[src/hw/rtl/ctpr_ram.sv]
// generic single write, single read RAM with registered read data
module ctpr_ram #(
    parameter int WIDTH = 8,
    parameter int DEPTH = 16
) (
    input  logic                     clk,
    input  logic                     we,
    input  logic [$clog2(DEPTH)-1:0] waddr,
    input  logic [WIDTH-1:0]         wdata,
    input  logic [$clog2(DEPTH)-1:0] raddr,
    output logic [WIDTH-1:0]         rdata
);

    logic [WIDTH-1:0] mem [DEPTH];
    logic [WIDTH-1:0] rdata_reg;

    // write port
    always_ff @(posedge clk)
    begin
        if (we)
        begin
            mem[waddr] <= wdata;
        end
    end

    // registered read port
    always_ff @(posedge clk)
    begin
        rdata_reg <= mem[raddr];
    end

    assign rdata = rdata_reg;

endmodule

[config.mk]
export PLATFORM = sky130hd
export DESIGN_NAME = ctpr_ram
export DESIGN_NICKNAME = d
export VERILOG_FILES = /design/src/hw/rtl/ctpr_ram.sv
export SDC_FILE = /design/constraint.sdc
export NUM_CORES = 1
export LEC_CHECK = 0
export BUFFER_PORTS_ARGS = -buffer_cell sky130_fd_sc_hd__clkbuf_2
export CORE_MARGIN = 2
export CORE_UTILIZATION = 50
export DETAILED_ROUTE_END_ITERATION = 10
export PLACE_DENSITY = 0.67
export SKIP_CTS_REPAIR_TIMING = 1
export SYNTH_ARGS = -nofsm -noshare
export SYNTH_HDL_FRONTEND = slang
export SYNTH_SLANG_ARGS = --single-unit
[constraint.sdc]
create_clock -name clk -period 2.3 [get_ports clk]
set_input_delay 0.23 -clock clk [delete_from_list [all_inputs] [get_ports clk]]
set_output_delay 0.23 -clock clk [all_outputs]
set_load 0.005 [all_outputs]
Yosys cells after proc, flatten, opt, wreduce, memory -nomap -nowiden
Memory sizes are Yosys's and may differ from the RTL's. A register that Yosys moved wholly into a read port is not among the register bits.
Cells that the tools add are included.
{"block": "totals", "register_bits": 0, "ramBits": 128, "input_bits": 18, "elab_cells": 3, "memories": 1}
{"block": "op_classes", "mux": 2}
{"name": "mem", "depth": 16, "word_bits": 8, "read_ports": 1, "rd_clocked_by_memory_dff": 1, "wr": 1, "line": "14", "source": "logic [WIDTH-1:0] mem [DEPTH];"}
{"op": "1-bit 2-to-1 mux", "n": 2}

Longest topological paths before layout
{"block": "logic_depth", "ltp_word": 2, "depth_mapped": 5}

Least setup slack after synthesis
Ideal clock, no wire load.
{"block": "synth_timing", "path_type": "input -> register", "startpoint": "input port waddr[2]", "endpoint": "memory mem[0][0] (enable)", "setup_ps": 383, "t_arrival_ps": 1340, "setup_slack_ps": 577, "path_stages": 2, "path_buffers": 0, "path_cell_list": "or3b_2 nor3_1"}
{"element": "from (decl)", "line": "8", "source": "input logic [$clog2(DEPTH)-1:0] waddr,"}
{"element": "to (decl)", "line": "14"}
No word-level cell before the write port.

==> run metrics <==
design area=a little over 0.006 mm2; Diodes inserted=0; final setup violation count=0; Hold WS=0.134 ns; Die Wd=105 um; die height=between 100 and 150 um; f_max=about 0.74 GHz; post-synthesis mux area share=15.0%; Pleak=2.09 nW; Worst Path Required=2.69 ns; syn_area_per_cell=22.5 um2; DIE AREA=approximately 0.011 mm2; max-slew violations=0; Relative slew margins=50.5%; Power Dens Cells=933 mW/mm2; drt first-iter violations=between 150 and 200; Ys Warns=0; synthesized area=between 0.005 and 0.006 mm2; first-pass GRT wire length=roughly 14 mm; DRT Pass-1 Iters=4; core region area=0.0101 mm2; Placement Rows=37; status=complete, no violations; worst-margin pin slew=0.740 ns; Cells after Synth=229; FF+latch count, synth=136; Place WS=0.567 ns; vias per inst=5.61; critical path's slowest cell=mux4_1; number of distinct library cells after synthesis=19; fin nets=300; vias in the first global route=2460; overall power=0.00570 W; sequential power share=48.9%; crit-path cells=mux4_1 -> a22oi_1 -> nand2_1; Switching Power=0.00117 W; IO buf count=25; number of buffers created by CTS=17; Top Family by Delay on Critical Path=multiplexers; CTS tree=yes; post-synthesis adder-cell area fraction=0%; Total Routed Length=9.44 mm; Syn Nets=roughly 250; M2 GR Usage=between 20% and 30%; clk buf depth=2; P_int=0.00454 W; GR peak layer=met2; gpl congestion=0.758; register area=~0.004 mm2; skew final=0.00678 ns; Min Clock Period, post-route=1.36 ns; RSZ-0062 raised after global routing=false; flip-flop count of the largest register after layout=around 130; met3 Track Usage GR=5.07%; post-DP HPWL=~5.4 mm; Worst-Skew Late Latency=between 0.5 and 0.6 ns; total negative slack=0 ns; post-synthesis sequential area ratio=77.8%; XOR/XNOR Fraction of Synth Area=0%; top cells by area, synth=edfxtp_1 75%, mux4_2 7.9%, mux4_1 7.1%; met1 usage=24.7%; drt wl/cell=21.9 um; CP arrival=roughly 1.8 ns; Starting Density=50.8%; peak supply drop=around 430 uV; antenna violations before repair=0; final worst-path cycle share=59.1%; H-tree depth=4; io pins=26; Worst Path Buf+Inv=0; CP peak stage delay=0.49 ns; Crit Path Class=reg -> reg; area grow syn2layout=18.8%; commonest non-fill, non-tap cell in the layout=edfxtp_1; highest-count cells in the layout ignoring fill and taps=128 x edfxtp_1, 25 x clkbuf_2, 18 x mux4_2; combinational family with the most area after synthesis=multiplexers; number of max-cap violations=0; CP Capture Type=flop; compound-cell area share of the yosys netlist=under 10%; HP Class=in -> reg; # DRC=0; Total GRT Usage=18.4%; Switching Fraction=around a fifth; crit path launch type=flop; Root Driver=clkbuf_8; routed via count=2420; clock power share=between 40% and 50%; Clock transition at path regs=0.06 ns; leading area contributor after synthesis=edfxtp_1; combinational group share of total power=4.4%; Synth Area in Simple Gates=3.18%; final worst setup slack=0.942 ns; Remaining Overflow, GRT=0; Critical Path Fanout Max=1; antenna-violating nets left=0; largest net degree at the start of global routing=33; share of cells above drive strength 1=31.5%; Final Hold Vio Count=0; area share of the largest cell type after synthesis=74.7%; fillers=701; area of the multi-input gates=between 0.001 and 0.0015 mm2; DP Area=about 0.0055 mm2; clock sinks=136
path summary, 6_finish.rpt:
kind	depth (start not counted)	endpoint	slack (ns)	from
max reg2reg	3	rdata[4]$_DFF_P_	0.94	mem[10][4]$_DFFE_PP_
max	3	rdata[4]$_DFF_P_	0.94	mem[10][4]$_DFFE_PP_
min	1	mem[1][0]$_DFFE_PP_	0.13	wdata[0]
min reg2reg	3	rdata[1]$_DFF_P_	0.67	mem[14][1]$_DFFE_PP_
worst register-to-register path: cells and delay by family (launching register included):
family | cells | cell delay (ns)
AND/OR/NAND/NOR | 1 | 0.09
flip-flops | 1 | 0.37
multiplexers | 1 | 0.49
AO/OA/AOI/OAI | 1 | 0.29
per-layer routing:
layer	up-vias	wire length [um]
met3	7	451
met4	0	59
met2	78	4820
met5	-	0
li1	1083	-
met1	1252	4110
power by group through the flow:
stage / Sequential (W) / Clock, W / Combinational [W]
6_report: 0.00279 / 0.00267 / 0.000249
4_1_cts: 0.00279 / 0.00270 / 0.000254
3_3_place_gp: 0.00284 / 0 / 0.000248
5_1_grt: 0.00279 / 0.00281 / 0.000273
3_5_place_dp: 0.00284 / 0 / 0.000253
2_1_floorplan: 0.00284 / 0 / 0.000141
cells by family (layout without fill, tap and decap cells):
kind of cell / count (synthesis) / in the layout
buf+inv: 10 / 76
simple gates: 35 / 35
flops: 136 / 136
compound gates: 16 / 16
mux: 32 / 32
stage by stage:
stage	utilization (%)	std cells
after floorplan	-	229
after global placement	54.5	399
after global routing	60.3	431
after detailed placement	54.5	399
after CTS	60.3	431
final	60.3	431
final cells by class:
class	count	share of cell area, %
tap	136	2.78
timing repair buffer	44	4.79
multi-input combinational	83	17.3
clock inverter	14	2.84
sequential	136	65.5
clock buffer	18	6.83
cell usage after synthesis:
cell	n
clkdlybuf4s25_2	3
nor3_1	4
edfxtp_1	128
buf_2	3
nand3_1	1
nand2b_1	2
dfxtp_1	8
a22oi_1	16
nand2_1	9
mux4_2	18
buf_4	1
and2b_1	1
mux4_1	14
nor2b_1	1
or3b_2	1
buf_6	3
and2_1	1
nor2_1	13
nand3b_1	2
Power figures use the tool's default switching activity.
