[src/hw/rtl/ctpr_pkg.sv]
// shared constants, types and helpers of the column top profile resampler
package ctpr_pkg;

    // sizes
    localparam int NUM_SAMPLES = 2048;
    localparam int NS_LOG2     = $clog2(NUM_SAMPLES);
    localparam int MAX_WIDTH   = 4096;
    localparam int MAX_HEIGHT  = 4096;
    localparam int COL_W       = $clog2(MAX_WIDTH);
    localparam int DIM_W       = 13;
    localparam int TOP_W       = 12;
    localparam int SAMPLE_W    = 11;
    localparam int RGB_W       = 24;
    localparam int HEIGHT_W    = 25;
    localparam int DHALF_W     = 15;
    localparam int RFRAC_W     = NS_LOG2 + 1;
    localparam int PROD_W      = DHALF_W + RFRAC_W;
    localparam int SUM_W       = PROD_W + 1;
    localparam int PMAP_W      = SAMPLE_W + DIM_W;

    // item modes
    localparam logic [1:0] MODE_CLEAR = 2'd0;
    localparam logic [1:0] MODE_PIXEL = 2'd1;
    localparam logic [1:0] MODE_QUERY = 2'd2;

    // register indexes
    localparam logic REG_WIDTH  = 1'b0;
    localparam logic REG_HEIGHT = 1'b1;

    // register reset values
    localparam logic [DIM_W-1:0] WIDTH_RESET  = 13'd1024;
    localparam logic [DIM_W-1:0] HEIGHT_RESET = 13'd512;

    // output saturation limits
    localparam logic signed [SUM_W-1:0] SUM_MAX = 28'sd16777215;
    localparam logic signed [SUM_W-1:0] SUM_MIN = -28'sd16777216;

    typedef logic [COL_W-1:0] col_t;
    typedef logic [DIM_W-1:0] dim_t;

    // one column store entry
    typedef struct packed {
        logic             found;
        logic [TOP_W-1:0] top;
    } entry_t;

    localparam int ENTRY_W = $bits(entry_t);

    // write request into the column store
    typedef struct packed {
        logic   en;
        col_t   addr;
        entry_t data;
    } mem_wr_t;

    // height of a column in half pixels: h - 2*top, empty column reads as top = h
    function automatic logic signed [DHALF_W-1:0] half_height(entry_t e, dim_t h);
        logic [DIM_W-1:0] top;
        top = e.found ? {1'b0, e.top} : h;
        return $signed({2'b00, h}) - $signed({1'b0, top, 1'b0});
    endfunction

endpackage

[src/hw/rtl/ctpr_raster.sv]
// raster position tracking and first-row capture for pixel items
module ctpr_raster (
    input  logic                              clk,
    input  logic                              rst_n,
    input  logic                              pixel_accept,
    input  logic                              clear_accept,
    input  logic [ctpr_pkg::RGB_W-1:0]        pixel_rgb,
    input  ctpr_pkg::dim_t                    w_eff,
    input  ctpr_pkg::dim_t                    h_eff,
    input  ctpr_pkg::entry_t                  rdata,
    output ctpr_pkg::col_t                    rd_addr,
    output ctpr_pkg::mem_wr_t                 wr
);

    localparam ctpr_pkg::dim_t ROW_LIMIT = ctpr_pkg::DIM_W'(ctpr_pkg::MAX_HEIGHT);

    ctpr_pkg::dim_t  row_reg,  row_next;
    ctpr_pkg::col_t  col_reg,  col_next;
    logic            s1_valid_reg, s1_valid_next;
    ctpr_pkg::col_t  s1_col_reg;
    logic [ctpr_pkg::TOP_W-1:0] s1_top_reg;
    logic            fw_valid_reg;
    ctpr_pkg::col_t  fw_col_reg;

    ctpr_pkg::col_t  col1;
    ctpr_pkg::dim_t  row1;
    ctpr_pkg::dim_t  col2;
    logic            cand;
    logic            found;
    logic            s1_write;

    // position of this pixel, wrapping first if the width was lowered
    always_comb
    begin
        if ({1'b0, col_reg} >= w_eff)
        begin
            col1 = '0;
            row1 = (row_reg < ROW_LIMIT) ? row_reg + 1'b1 : row_reg;
        end
        else
        begin
            col1 = col_reg;
            row1 = row_reg;
        end
        cand = (row1 < h_eff) && (pixel_rgb != '0);
        col2 = {1'b0, col1} + 1'b1;
    end

    // raster advance
    always_comb
    begin
        row_next = row_reg;
        col_next = col_reg;
        if (clear_accept)
        begin
            row_next = '0;
            col_next = '0;
        end
        else if (pixel_accept)
        begin
            if (col2 >= w_eff)
            begin
                col_next = '0;
                row_next = (row1 < ROW_LIMIT) ? row1 + 1'b1 : row1;
            end
            else
            begin
                col_next = col2[ctpr_pkg::COL_W-1:0];
                row_next = row1;
            end
        end
    end

    assign s1_valid_next = pixel_accept && cand;
    assign rd_addr       = col1;

    // found check with forwarding of the write made in the previous cycle
    assign found    = rdata.found || (fw_valid_reg && (fw_col_reg == s1_col_reg));
    assign s1_write = s1_valid_reg && !found;

    always_comb
    begin
        wr.en         = s1_write;
        wr.addr       = s1_col_reg;
        wr.data.found = 1'b1;
        wr.data.top   = s1_top_reg;
    end

    // control registers
    always_ff @(posedge clk or negedge rst_n)
    begin
        if (!rst_n)
        begin
            row_reg      <= '0;
            col_reg      <= '0;
            s1_valid_reg <= 1'b0;
            fw_valid_reg <= 1'b0;
        end
        else
        begin
            row_reg      <= row_next;
            col_reg      <= col_next;
            s1_valid_reg <= s1_valid_next;
            fw_valid_reg <= s1_write;
        end
    end

    // payload registers
    always_ff @(posedge clk)
    begin
        s1_col_reg <= col1;
        s1_top_reg <= row1[ctpr_pkg::TOP_W-1:0];
        fw_col_reg <= s1_col_reg;
    end

endmodule

[config.mk]
export PLATFORM = sky130hd
export DESIGN_NAME = ctpr_raster
export DESIGN_NICKNAME = d
export VERILOG_FILES = /design/src/hw/rtl/ctpr_pkg.sv /design/src/hw/rtl/ctpr_raster.sv
export SDC_FILE = /design/constraint.sdc
export NUM_CORES = 1
export LEC_CHECK = 0
export ABC_AREA = 1
export BUFFER_PORTS_ARGS = -buffer_cell sky130_fd_sc_hd__buf_4
export CORE_MARGIN = 8
export CORE_UTILIZATION = 58
export DETAILED_ROUTE_END_ITERATION = 10
export PLACE_DENSITY = 0.95
export SKIP_LAST_GASP = 1
export SYNTH_ARGS = -nofsm -noshare
export SYNTH_HDL_FRONTEND = slang
export SYNTH_SLANG_ARGS = --single-unit
[constraint.sdc]
create_clock -name clk -period 12.5 [get_ports clk]
set_clock_uncertainty 0.1 [all_clocks]
set_input_delay 3.75 -clock clk [delete_from_list [all_inputs] [get_ports clk]]
set_output_delay 3.75 -clock clk [all_outputs]
set_load 0.005 [all_outputs]
# Word level (Yosys, flattened, before mapping)
# Cells that the tools add are included.
[totals]
inputBits = 67
elab_cells = 34
register_bits = 63
out_inout_bits = 38
[classes]
mux = 10
n_addsub = 3
eq_ne = 1
n_reduce_logical = 8
n_lt_le_gt_ge = 5
[op_table]
columns = ["operator", "n"]
rows = [
  ["two-way mux 13 bit", 6],
  ["two-way mux 12 bit", 4],
  ["adder 13 x 1 -> 13 bit, second input constant", 2],
  ["< comparator 13 bit, second input constant", 2],
  ["nonzero test 24 bit", 1],
  ["adder 12 x 1 -> 13 bit, second input constant", 1],
  [">= comparator 12 x 13 -> 1 bit", 1],
  [">= comparator 13 bit", 1],
  ["< comparator 13 bit", 1],
  ["== test 12 bit", 1],
  ["logical AND 1 bit", 4],
  ["nonzero test 2 bit", 1],
  ["zero test 1 bit", 1],
  ["logical OR 1 bit", 1],
]

# Logic depth before layout (Yosys ltp)
[depth]
ltp_word = 8
ltp_mapped = 30
mapped_depth_nobuf = 28

# Worst setup path before layout
# No wires, ideal clock.
[synth_timing]
kind = "input to output"
startpoint = "input w_eff[8]"
endpoint = "output rd_addr[0]"
slack_ns = 3.442
path_stages = 11
arrival_ns = 5.208
path_buffers = 2
t_required_ns = 8.650
path_cell_list = "inv_1 -> ha_1 -> nand2_1 -> inv_1 -> nand3_2 -> nor2_2 -> nor2_8 -> nand3_4 -> buf_6 -> buf_4 -> nor2_1"
[synth_between]
elab_chain_len = 2
[synth_lines]
columns = ["item", "line", "text"]
rows = [
  ["start: declaration", "ctpr_raster.sv:8", "input ctpr_pkg::dim_t w_eff,"],
  [">= comparator 12 x 13 -> 1 bit", "ctpr_raster.sv:35", "if ({1'b0, col_reg} >= w_eff)"],
  ["two-way mux 12 bit", "ctpr_raster.sv:35", ""],
  ["end: declaration", "ctpr_raster.sv:11", "output ctpr_pkg::col_t rd_addr,"],
]
# Every way passes these cells.

# Worst setup path after layout
[layout_timing]
startpoint = "input w_eff[2]"
endpoint = "output rd_addr[0]"
# The elaborated chain is that of the path after synthesis.

==> results.txt <==
- Count of antenna-violating nets left after detailed routing: 0
* Final std cell area, no fill: 5190 um2
* Number of detailed-routing iterations run before antenna repair: 6
- # Max-Cap Violations: 0
* Placed cell area: between 4000 and 5000 um2
- Avg Vias per Cell: between 5 and 6
- The setup path with the least slack is of type in -> out.
- Type of the most critical hold path: reg -> reg
* Slowest library cell on the worst path: sky130_fd_sc_hd__nor2_1
- Final Critical Period: ~9.8 ns
- In this run the critical register-to-register path is launched from col_reg[10].
* Fraction of the mapped netlist area in simple logic gates: 0.323
- Hold Crit Depth: 0
- Core Region: 7180 um2
- After synthesis, the largest family of logic cells by area is simple AND/OR/NAND/NOR gates.
- The share of the Yosys chip area taken by registers is 0.329.
- # IOs: between 100 and 150
* Period Utilization, post-route: 0.784
* Number of clock buffers inserted by TritonCTS: 9
- The routed design has roughly 12 mm of wire.
- CTS clock-pin slew for the worst setup and hold paths: around 0.07 ns
- Dividing the detail-routed wire length by the instance count gives between 15 and 20 um.
* Worst Setup Slack post-DPL: roughly 2.8 ns
- At the end of the flow, the number of nets in the layout was ~780.
- The worst pin sits at a relative slew slack of 0.456.
- The worst hold path terminates at fw_col_reg[10].
* Vias in the first global route: roughly 4300
- Power spread over the standard cell area amounts to 84.2 nW/um2.
- Post-CTS timing repair inserted 0 buffers for setup.
- Buffers from clock root to sink, at most: 2
- For this run, the top clock speed supported by timing is between 100 and 150 MHz.
* Area growth syn-to-layout: 22.1%
- Of all flip-flops after synthesis, the portion carrying an async set or reset was 0.429.
- For the worst-skew pair, the clock arrives at the later sink with an insertion delay of approximately 0.36 ns.
- Count of port buffers added during placement: around 90
- In the final layout, flip-flops and latches occupy between 1000 and 1500 um2.
- During synthesis, Yosys emitted a total of 0 warnings.
* Ordered list of cells on the worst path: buf_4 > inv_1 > ha_1 > nand2_1 > nor2_1 > nand2_1 > nand3_1 > nand2_2 > nand3_4 > nor2_1 > buf_4
* Worst-path maximum fanout: 32
* Cell type with the highest aggregate area in the netlist: sky130_fd_sc_hd__dfxtp_1
- Of the cells placed in the final design, the portion with a size suffix greater than 1 is 0.210.
* Maximum cell stage delay along the critical path: around 0.54 ns
- Multi-input combinational cell area: approximately 2400 um2
* Top area cells in the synthesized netlist: sky130_fd_sc_hd__dfxtp_1 (17%), sky130_fd_sc_hd__dfrtp_1 (16%), sky130_fd_sc_hd__nand2_1 (12%)
- Xor and xnor area share after synthesis: 0.0453
- Data on the critical path is required at its endpoint by 8.65 ns.
* Worst setup slack after layout: approximately 2.7 ns
* Fill cells: 573
* Number of standard cells after synthesis: between 500 and 600
- In the global route stage, met2 resource usage came out at 0.411.
- Overall die height: just over 100 um
* Number of diodes: 0
- The max-slew violation count is 0.
* Die boundary width: roughly 100 um
- Post-CTS sizing: 0
* Post-synth top area share: 0.170
- The worst setup path is launched from a primary input.
* GR met3 Demand/Resource: 0.0323
* GRT busiest layer: met2
* CTS tree: yes
- Number of sinks handled by clock tree synthesis: 63
* Hold-fix buffers at CTS: 0
- Worst-margin pin slew: between 0.8 and 0.9 ns
- In this run the most critical hold path is launched from s1_col_reg[10].
- Multiplexer fraction of the synthesized cell area: 0
* Leakage component of the power: approximately 2.7 nW
- DRC violation total after the first TritonRoute iteration: between 300 and 400
* Result of the run: finished clean
- Number of library cell types mapped by synthesis: just over 40
- Post-synthesis instance area: between 4000 and 5000 um2
* Peak supply drop: about 67 uV
- Leading register cell type out of synthesis: sky130_fd_sc_hd__dfxtp_1
- Detailed Place HPWL: ~9.6 mm
* Fraction of met1 tracks used by global routing: 0.288
* GP Congestion: between 0.9 and 1
- CP Capture Type: primary output
- Across every metal layer, demand over resource in global routing totals 0.239.
- Depth of the CTS H-tree: 3
- Setup repair after global routing left no endpoint under its margin.
- The synthesized design contains 63 register bits.
- Number of hold violations in the final report: 0
- Entering global routing, the biggest net connects 33 pins.
- Vias: ~4400
- The worst register-to-register path ends at col_reg[6].
* Crit path DAT: about 6.0 ns
- The most common cell in the synthesized netlist is sky130_fd_sc_hd__nand2_1.
* Mapped Avg Cell Area: 7.28 um2
* Worst-case register-to-register setup slack: between 7 and 8 ns
* Residual overflow from global routing: 0
- The number of cells on the worst reg-to-reg path is 21.
* Num rows: 31
- CTS placed an instance of sky130_fd_sc_hd__clkbuf_8 at the clock tree root.
- The synthesized design contains 0 enable-type register cells.
* Worst hold margin: ~0.29 ns
- Final total negative setup slack: 0 ns
- Synth Area in Compound Gates: 0.0848
* Number of antenna violations at the first check in global routing: 0
- Die Area: 10300 um2
- Synthesized Nets: 691
* Final setup violation count: 0
- Effective utilization at floorplan: 0.592
* Global-route wire length before repair: 19.5 mm
* Post-route total power: between 0.0004 and 0.0005 W
* Arithmetic-cell share of the synthesized area counting full adders, half adders and majority gates: 0.118
- The register with the most flip-flops in the layout has 13 of them.
- Remaining design rule violation count: 0
* Commonest cells in the netlist: sky130_fd_sc_hd__nand2_1 (135), sky130_fd_sc_hd__inv_1 (86), sky130_fd_sc_hd__nor2_1 (46), sky130_fd_sc_hd__ha_1 (40), sky130_fd_sc_hd__dfxtp_1 (36)
==> power breakdown <==
part,leakage (nW),switching (W),internal [W]
Combinational,1.99,0.0000230,0.0000213
Sequential,0.663,0.00000131,0.000204
Clock,0.0972,0.0000927,0.0000942
Total,2.75,0.000117,0.000320
==> cells in the final DEF, fill, tap and decap left out, drive strengths merged <==
cell type  count
nand2        143
nor3           8
o21ai         32
nand3         34
and2           1
clkinvlp       2
bufinv         1
xnor2          2
or2            3
clkinv         1
ha            40
and3b          1
a21oi         19
nor2          59
inv           97
nor4b          1
dfxtp         36
nand3b         3
buf           91
nor4           9
o211ai         2
dfrtp         27
nand4         26
conb           1
o22ai         11
xor2          20
clkbuf         9
a311o          1
==> worst max-delay path: cells and delay by family <==
kind / cells / cell delay, ns
buffers and inverters: 3 / 0.33
AND/OR/NAND/NOR: 7 / 1.55
adder cells (fa/ha/maj): 1 / 0.31
==> layout make-up <==
class,instances,area share
clock buffers,9,0.0239
flip-flops and latches,63,0.269
inverters,94,0.0680
well taps,99,0.0239
clock inverters,7,0.0150
multi-input cells,416,0.468
repair buffers,91,0.132
==> worst max-delay path by stage <==
stage	start	end
2_1_floorplan	w_eff[8]	rd_addr[0]
6_report	w_eff[2]	rd_addr[0]
4_1_cts	w_eff[2]	rd_addr[0]
5_1_grt	w_eff[4]	rd_addr[0]
3_5_place_dp	w_eff[4]	rd_addr[0]
3_3_place_gp	w_eff[4]	rd_addr[0]
==> logic make-up (layout without fill, tap and decap cells) <==
family          Yosys count  count (layout)
simple gates            288             288
buf+inv                 105             201
compound gates           65              65
flops                    63              63
fa+ha+maj                40              40
xor+xnor                 22              22
other cells               1               1
==> through the flow <==
stage | cells | util
after global placement | 763 | 0.695
after CTS | 779 | 0.723
after global routing | 779 | 0.723
after floorplan | 584 | -
after detailed placement | 763 | 0.695
final | 779 | 0.723
==> metal layers <==
metal | vias to the layer above | part of all wire
met5 | - | 0
met4 | 0 | 0.027
met3 | 33 | 0.089
met2 | 228 | 0.50
met1 | 2003 | 0.39
li1 | 2088 | -
No activity file was read; power rests on OpenSTA's default activity.
