[src/hw/rtl/ctpr_pkg.sv]
// shared constants, types and helpers of the column top profile resampler
package ctpr_pkg;

    // sizes
    localparam int NUM_SAMPLES = 2048;
    localparam int NS_LOG2     = $clog2(NUM_SAMPLES);
    localparam int MAX_WIDTH   = 4096;
    localparam int MAX_HEIGHT  = 4096;
    localparam int COL_W       = $clog2(MAX_WIDTH);
    localparam int DIM_W       = 13;
    localparam int TOP_W       = 12;
    localparam int SAMPLE_W    = 11;
    localparam int RGB_W       = 24;
    localparam int HEIGHT_W    = 25;
    localparam int DHALF_W     = 15;
    localparam int RFRAC_W     = NS_LOG2 + 1;
    localparam int PROD_W      = DHALF_W + RFRAC_W;
    localparam int SUM_W       = PROD_W + 1;
    localparam int PMAP_W      = SAMPLE_W + DIM_W;

    // item modes
    localparam logic [1:0] MODE_CLEAR = 2'd0;
    localparam logic [1:0] MODE_PIXEL = 2'd1;
    localparam logic [1:0] MODE_QUERY = 2'd2;

    // register indexes
    localparam logic REG_WIDTH  = 1'b0;
    localparam logic REG_HEIGHT = 1'b1;

    // register reset values
    localparam logic [DIM_W-1:0] WIDTH_RESET  = 13'd1024;
    localparam logic [DIM_W-1:0] HEIGHT_RESET = 13'd512;

    // output saturation limits
    localparam logic signed [SUM_W-1:0] SUM_MAX = 28'sd16777215;
    localparam logic signed [SUM_W-1:0] SUM_MIN = -28'sd16777216;

    typedef logic [COL_W-1:0] col_t;
    typedef logic [DIM_W-1:0] dim_t;

    // one column store entry
    typedef struct packed {
        logic             found;
        logic [TOP_W-1:0] top;
    } entry_t;

    localparam int ENTRY_W = $bits(entry_t);

    // write request into the column store
    typedef struct packed {
        logic   en;
        col_t   addr;
        entry_t data;
    } mem_wr_t;

    // height of a column in half pixels: h - 2*top, empty column reads as top = h
    function automatic logic signed [DHALF_W-1:0] half_height(entry_t e, dim_t h);
        logic [DIM_W-1:0] top;
        top = e.found ? {1'b0, e.top} : h;
        return $signed({2'b00, h}) - $signed({1'b0, top, 1'b0});
    endfunction

endpackage

[src/hw/rtl/ctpr_query.sv]
// sample query sequencer: column mapping, two store reads, interpolation
module ctpr_query (
    input  logic                                  clk,
    input  logic                                  rst_n,
    input  logic                                  query_accept,
    input  logic [ctpr_pkg::SAMPLE_W-1:0]         sample_index,
    input  ctpr_pkg::dim_t                        w_eff,
    input  ctpr_pkg::dim_t                        h_eff,
    input  ctpr_pkg::entry_t                      rdata,
    output ctpr_pkg::col_t                        rd_addr,
    output logic                                  query_busy,
    output logic                                  result_valid,
    output logic signed [ctpr_pkg::HEIGHT_W-1:0]  sample_height
);

    localparam logic [2:0] Q_IDLE = 3'd0;
    localparam logic [2:0] Q_MAP  = 3'd1;
    localparam logic [2:0] Q_RD0  = 3'd2;
    localparam logic [2:0] Q_RD1  = 3'd3;
    localparam logic [2:0] Q_MUL  = 3'd4;
    localparam logic [2:0] Q_SUM  = 3'd5;

    logic [2:0] state_reg, state_next;
    logic       valid_reg, valid_next;

    logic [ctpr_pkg::SAMPLE_W-1:0]        s_reg;
    ctpr_pkg::col_t                       c_reg;
    logic [ctpr_pkg::NS_LOG2-1:0]         r_reg;
    logic                                 last_reg;
    logic signed [ctpr_pkg::DHALF_W-1:0]  d0_reg;
    logic signed [ctpr_pkg::PROD_W-1:0]   prod_reg;
    logic signed [ctpr_pkg::HEIGHT_W-1:0] height_reg;

    logic [ctpr_pkg::PMAP_W-1:0]          p;
    ctpr_pkg::dim_t                       c_full;
    ctpr_pkg::dim_t                       wm1;
    ctpr_pkg::dim_t                       c_sel;
    logic [ctpr_pkg::NS_LOG2-1:0]         r_sel;
    logic signed [ctpr_pkg::DHALF_W-1:0]  d_now;
    logic signed [ctpr_pkg::DHALF_W-1:0]  diff;
    logic signed [ctpr_pkg::RFRAC_W-1:0]  r_s;
    logic signed [ctpr_pkg::PROD_W-1:0]   prod;
    logic signed [ctpr_pkg::SUM_W-1:0]    sum;
    logic signed [ctpr_pkg::HEIGHT_W-1:0] sat;

    // sample to column and fraction, clamped at the last column
    always_comb
    begin
        p      = ctpr_pkg::PMAP_W'(s_reg) * ctpr_pkg::PMAP_W'(w_eff);
        c_full = p[ctpr_pkg::PMAP_W-1:ctpr_pkg::NS_LOG2];
        wm1    = w_eff - 1'b1;
        if (c_full > wm1)
        begin
            c_sel = wm1;
            r_sel = '0;
        end
        else
        begin
            c_sel = c_full;
            r_sel = p[ctpr_pkg::NS_LOG2-1:0];
        end
    end

    // half-pixel height of the entry just read, slope times fraction
    assign d_now = ctpr_pkg::half_height(rdata, h_eff);
    assign diff  = d_now - d0_reg;
    assign r_s   = $signed({1'b0, r_reg});
    assign prod  = ctpr_pkg::PROD_W'(diff) * ctpr_pkg::PROD_W'(r_s);

    // base times sample count plus interpolation, then saturation
    always_comb
    begin
        sum = $signed({{(ctpr_pkg::SUM_W - ctpr_pkg::DHALF_W - ctpr_pkg::NS_LOG2)
                         {d0_reg[ctpr_pkg::DHALF_W-1]}},
                       d0_reg, {ctpr_pkg::NS_LOG2{1'b0}}})
            + $signed({prod_reg[ctpr_pkg::PROD_W-1], prod_reg});
        if (sum > ctpr_pkg::SUM_MAX)
        begin
            sat = ctpr_pkg::HEIGHT_W'(ctpr_pkg::SUM_MAX);
        end
        else if (sum < ctpr_pkg::SUM_MIN)
        begin
            sat = ctpr_pkg::HEIGHT_W'(ctpr_pkg::SUM_MIN);
        end
        else
        begin
            sat = sum[ctpr_pkg::HEIGHT_W-1:0];
        end
    end

    // sequencer
    always_comb
    begin
        state_next = state_reg;
        valid_next = 1'b0;
        case (state_reg)
            Q_IDLE:
            begin
                if (query_accept)
                begin
                    state_next = Q_MAP;
                end
            end
            Q_MAP:   state_next = Q_RD0;
            Q_RD0:   state_next = Q_RD1;
            Q_RD1:   state_next = Q_MUL;
            Q_MUL:   state_next = Q_SUM;
            Q_SUM:
            begin
                state_next = Q_IDLE;
                valid_next = 1'b1;
            end
            default: state_next = Q_IDLE;
        endcase
    end

    assign rd_addr    = (state_reg == Q_RD0) ? c_reg : c_reg + 1'b1;
    assign query_busy = (state_reg != Q_IDLE);

    // control registers
    always_ff @(posedge clk or negedge rst_n)
    begin
        if (!rst_n)
        begin
            state_reg <= Q_IDLE;
            valid_reg <= 1'b0;
        end
        else
        begin
            state_reg <= state_next;
            valid_reg <= valid_next;
        end
    end

    // datapath registers
    always_ff @(posedge clk)
    begin
        if (query_accept)
        begin
            s_reg <= sample_index;
        end
        if (state_reg == Q_MAP)
        begin
            c_reg    <= c_sel[ctpr_pkg::COL_W-1:0];
            r_reg    <= r_sel;
            last_reg <= (c_sel == wm1);
        end
        if (state_reg == Q_RD1)
        begin
            d0_reg <= d_now;
        end
        if (state_reg == Q_MUL)
        begin
            prod_reg <= last_reg ? '0 : prod;
        end
        if (state_reg == Q_SUM)
        begin
            height_reg <= sat;
        end
    end

    assign result_valid  = valid_reg;
    assign sample_height = height_reg;

endmodule

[config.mk]
export PLATFORM = sky130hd
export DESIGN_NAME = ctpr_query
export DESIGN_NICKNAME = d
export VERILOG_FILES = /design/src/hw/rtl/ctpr_pkg.sv /design/src/hw/rtl/ctpr_query.sv
export SDC_FILE = /design/constraint.sdc
export NUM_CORES = 1
export LEC_CHECK = 0
export BUFFER_PORTS_ARGS = -buffer_cell sky130_fd_sc_hd__buf_2
export CAP_MARGIN = 20
export CELL_PAD_IN_SITES_DETAIL_PLACEMENT = 2
export CELL_PAD_IN_SITES_GLOBAL_PLACEMENT = 2
export CORE_ASPECT_RATIO = 1.25
export CORE_MARGIN = 2
export CORE_UTILIZATION = 44
export DETAILED_ROUTE_END_ITERATION = 6
export PLACE_DENSITY = 0.9
export SLEW_MARGIN = 0
export SYNTH_ARGS = -nofsm -noshare
export SYNTH_HDL_FRONTEND = slang
export SYNTH_SLANG_ARGS = --single-unit
[constraint.sdc]
create_clock -name clk -period 14.2 [get_ports clk]
set_input_delay 0.71 -clock clk [delete_from_list [all_inputs] [get_ports clk]]
set_output_delay 0.71 -clock clk [all_outputs]
set_load 0.01 [all_outputs]
## Yosys cells after proc, flatten, opt, wreduce, memory -nomap -nowiden

Cells that the tools add are included.

| word-level totals | value |
|---|---|
| latch bits | 0 |
| register bits | 106 |
| ROM bits | 0 |
| output and inout port bits | 39 |
| word-level logic and storage cells | 35 |
| memories | 0 |
| RAM bits | 0 |

| cells by class | value |
|---|---|
| multiplexer cells | 7 |
| bitwise gates (word level) | 0 |
| magnitude comparators | 3 |
| $mul | 2 |
| shift-type cells | 0 |
| reduce and logical (&&, ||, !) cells | 2 |
| equality and inequality tests | 7 |
| add/subtract/negate cells | 5 |
| div/mod/pow operators | 0 |

Operator list:

| cell | number |
|---|---|
| 26-bit by 27-bit adder with 28-bit output | 1 |
| 28-bit by 25-bit > comparator with 1-bit output (second input constant) | 1 |
| 28-bit by 25-bit less-than comparator with 1-bit output (second input constant) | 1 |
| 15-bit by 12-bit multiplier with 27-bit output | 1 |
| 13-bit two-way mux | 2 |
| 25-bit two-way mux | 1 |
| 11-bit by 13-bit multiplier with 24-bit output | 1 |
| 3-bit one-hot mux with 5 select lines | 1 |
| 13-bit by 14-bit subtractor with 15-bit output | 1 |
| 15-bit subtractor | 1 |
| 13-bit == test | 1 |
| 13-bit > comparator | 1 |
| 13-bit by 1-bit subtractor with 13-bit output (second input constant) | 1 |
| 12-bit by 1-bit adder with 12-bit output (second input constant) | 1 |
| 12-bit two-way mux | 1 |
| 3-bit by 2-bit == test with 1-bit output (second input constant) | 2 |
| 3-bit == test (second input constant) | 2 |
| 3-bit by 1-bit == test with 1-bit output (second input constant) | 1 |
| 3-bit zero test | 1 |
| 3-bit two-way mux | 1 |
| 3-bit nonzero test | 1 |
| 2-bit inequality test (second input constant) | 1 |
| 1-bit two-way mux | 1 |

## Longest topological paths before layout

| depth | value |
|---|---|
| depth after elaboration | 4 |
| depth in mapped cells | 42 |

## Worst setup path before layout

No wires, ideal clock.

| timing path | value |
|---|---|
| path type | input port to flip-flop |
| start | input port rdata[12] (netlist bit) |
| end | register prod_reg[23] (netlist bit), data pin |
| path buffers | 2 |
| cell stages on the path | 41 |
| library setup time | 0.266 ns |
| slack | 4.546 ns |
| required time | 13.934 ns |
| arrival time | 9.388 ns |
| cells stage by stage | clkbuf_1 > clkbuf_1 > nand2_1 > o21ai_0 > ha_1 > inv_1 > fa_1 > a21o_1 > a21oi_1 > o21bai_1 > a21oi_1 > o21bai_1 > a21oi_1 > nor2b_1 > o21ai_0 > nor2b_1 > xnor2_1 > ha_1 > [... 5 more ...] > and2_1 > inv_1 > fa_1 > inv_1 > fa_1 > fa_1 > fa_1 > inv_1 > fa_1 > inv_1 > ha_1 > or2_2 > o31a_1 > a41o_1 > a21o_1 > a21oi_1 > xor2_1 > nor2_1 |

| between the ends | value |
|---|---|
| cells in the longest elaborated chain, start to end | 4 |

RTL lines:

| what | line | RTL |
|---|---|---|
| start: declaration | ctpr_query.sv:9 | `input ctpr_pkg::entry_t rdata,` |
| 13-bit two-way mux | ctpr_pkg.sv:59 | `top = e.found ? {1'b0, e.top} : h;` |
| 13-bit by 14-bit subtractor with 15-bit output | ctpr_pkg.sv:60 | `return $signed({2'b00, h}) - $signed({1'b0, top, 1'b0});` |
| named net d_now (one bit) | ctpr_query.sv:39 | `logic signed [ctpr_pkg::DHALF_W-1:0] d_now;` |
| 15-bit subtractor | ctpr_query.sv:66 | `assign diff = d_now - d0_reg;` |
| 15-bit by 12-bit multiplier with 27-bit output | ctpr_query.sv:68 | `assign prod = ctpr_pkg::PROD_W'(diff) * ctpr_pkg::PROD_W'(r_s);` |
| end signal: assignment | ctpr_query.sv:154 | `prod_reg <= last_reg ? '0 : prod;` |
| end: declaration | ctpr_query.sv:31 | `logic signed [ctpr_pkg::PROD_W-1:0] prod_reg;` |

The timed path passes the listed nets, and every way through them passes these cells.
A chain may end at the register's enable or synchronous reset.

## Worst setup path in the final report

| timing path | value |
|---|---|
| start | input port rdata[12] (netlist bit) |
| end | register prod_reg[25] (netlist bit), data pin |

The elaborated chain is that of the path after synthesis.

==> reports/qor.csv <==
metric,value,unit
status,"complete, no violations",
I/O Buffers,91,
ys flop type,edfxtp_1,
RSZ-0062 raised after global routing,false,
Synth async-reset ratio,0.0377,
critical path capture point type,register,
drt wl/cell,26.4,um
"Seq/Total Area, Yosys",0.175,
Root Driver,clkbuf_16,
post-CTS sizing,0,
Worst Hold Class,primary input to asynchronous set/reset pin,
Clock Skew,17.1,ps
Final TNS setup,0,ps
Clock Latency Late Sink,420,ps
# diodes,0,
post-synth top area share,0.269,
vias per cell,5.78,
initial antenna violation count,0,
num rows,83,
Synth Register Bits,106,
synth warn,0,
Slew headroom,0.337,
min Tclk post-route,11430,ps
CTS H-tree depth,3,
DR pass1 iterations,5,
total die area,42700,um2
1st-iter DRT viols,646,
cell area after synthesis,18100,um2
Starting Density,0.443,
DRT Wirelength,68.1,mm
clock slew seen by the registers of the worst setup and hold paths,90,ps
routed via count,14900,
Total Routing Usage GR,0.331,
CP arrival,11550,ps
CTS Buf Count,9,
cell accounting for the most synthesized area,fa_1,
cells after synthesis,1989,
TritonCTS clock tree,yes,
Max Slew Vio Count,0,
vias in the first global route,18300,
post-CTS setup buffers,0,
global-route wire length before repair,105,mm
Worst EP required,14330,ps
die height,231,um
CTS max path bufs,2,
Synth top cells by count,"inv_1, fa_1, nand2_1, ha_1, and2_1",
setup violators final,0,
crit-path max FO,26,
Core Area,40800,um2
cell with the most instances after synthesis,inv_1,
RePlAce Congestion,0.839,
Worst Tran Pin Value,995,ps
max_cap viols,0,
"slowest stage cell, crit path",ha_1,
Post-Syn Area per Cell,9.09,um2
type of the worst setup path,primary input to register,
max incr delay on CP,970,ps
share of layout cells above drive strength 1,0.0759,
Fmax,87.5,MHz
"EDFF count, synth",102,
count of different cell masters after synthesis,67,
max FFs per register,27,
largest net degree at the start of global routing,29,
startpoint types,primary input,
# DRC,0,
period utilisation layout,0.805,
hpwl dp,53.3,mm
clk sinks,106,
syn nets,2473,
Ports,92,
Die W,185,um
synth top area cells,"fa_1, edfxtp_1, ha_1, inv_1, nand2_1",
post-cts hold buffer count,0,
final net count,2509,
Hold Fails Final Rpt,0,
Post-DRT Antenna Nets,0,
grt total ovfl,0,
area growth from synthesis to layout,7.01,%
## worst paths after layout
check                                    end  cells after the start  slack, ps             start
min in group clk                   s_reg[10]                      1        470  sample_index[10]
max in group asynchronous       state_reg[1]                      1      13960             rst_n
worst max register to register  prod_reg[24]                     30       5400         d0_reg[1]
worst min register to register  state_reg[0]                      1        640      state_reg[0]
worst max-delay path            prod_reg[25]                     37       2770         rdata[12]
worst min-delay path            state_reg[2]                      1         90             rst_n
## worst max-delay path: cells and delay by family
family	cells	cell delay [ps]
fa+ha+maj	8	4090
buf+inv	5	1090
simple gates	8	1260
xor+xnor	3	1120
compound gates	13	3270
## final cells by class
| cell class | count | area, um2 |
|---|---|---|
| Inverter | 369 | 1390 |
| Clock inverter | 7 | 65.1 |
| Clock buffer | 9 | 225 |
| Fill cell | 4394 | 21500 |
| Timing Repair Buffer | 109 | 591 |
| Sequential cell | 106 | 3160 |
| Multi-Input combinational cell | 1430 | 13200 |
| Tap cell | 552 | 691 |
## logic make-up after synthesis
group                      synth area share
adders and majority gates             0.399
DFF                                   0.175
buffers and inverters                0.0943
xor gates and xnor gates             0.0643
muxes                                0.0108
AOI/OAI and AO/OA                    0.0971
and+or+nand+nor                       0.159
## cells in the final DEF, fill, tap and decap left out, types with 5 or more instances in the layout
cell type	count
buf_4	18
nand3_1	19
nand2_1	231
a21oi_1	60
o311a_1	8
a21o_1	31
mux2i_1	15
nor3_1	31
clkbuf_16	9
nor2_1	85
xnor2_1	81
inv_1	369
buf_2	91
o21bai_1	18
and3_1	8
nand2b_1	21
ha_1	188
fa_1	243
o21ai_0	57
xor2_1	43
or2_2	5
nor2b_1	28
o22ai_1	11
edfxtp_1	102
a31oi_1	18
nand4_1	17
o21a_1	9
a211oi_1	11
and2_1	114
## stage by stage
stage / hold WS, ps / util / worst slack (ps) / std cells / area (um2)
final: 93.1 / 0.474 / 2770 / 2582 / 19300
after CTS: 71.3 / 0.474 / 3020 / 2581 / 19300
after floorplan: 414 / - / 4550 / 1989 / 18100
after detailed placement: 537 / 0.467 / 2840 / 2565 / 19000
after global placement: 526 / 0.466 / 3870 / 2564 / 19000
after global routing: 84.5 / 0.474 / 2110 / 2582 / 19300
## layer usage
| metal | wire [um] | global-route usage | vias to the layer above |
|---|---|---|---|
| li1 | - | - | 6422 |
| met1 | 22100 | 0.298 | 7685 |
| met2 | 37900 | 0.639 | 489 |
| met3 | 2410 | 0.0569 | 317 |
| met4 | 5770 | 0.253 | 0 |
| met5 | 0 | 0 | - |
Power is left out: the tool's default activity adds up to more than one toggle a clock period on the data nets, which glitch-free logic cannot reach.
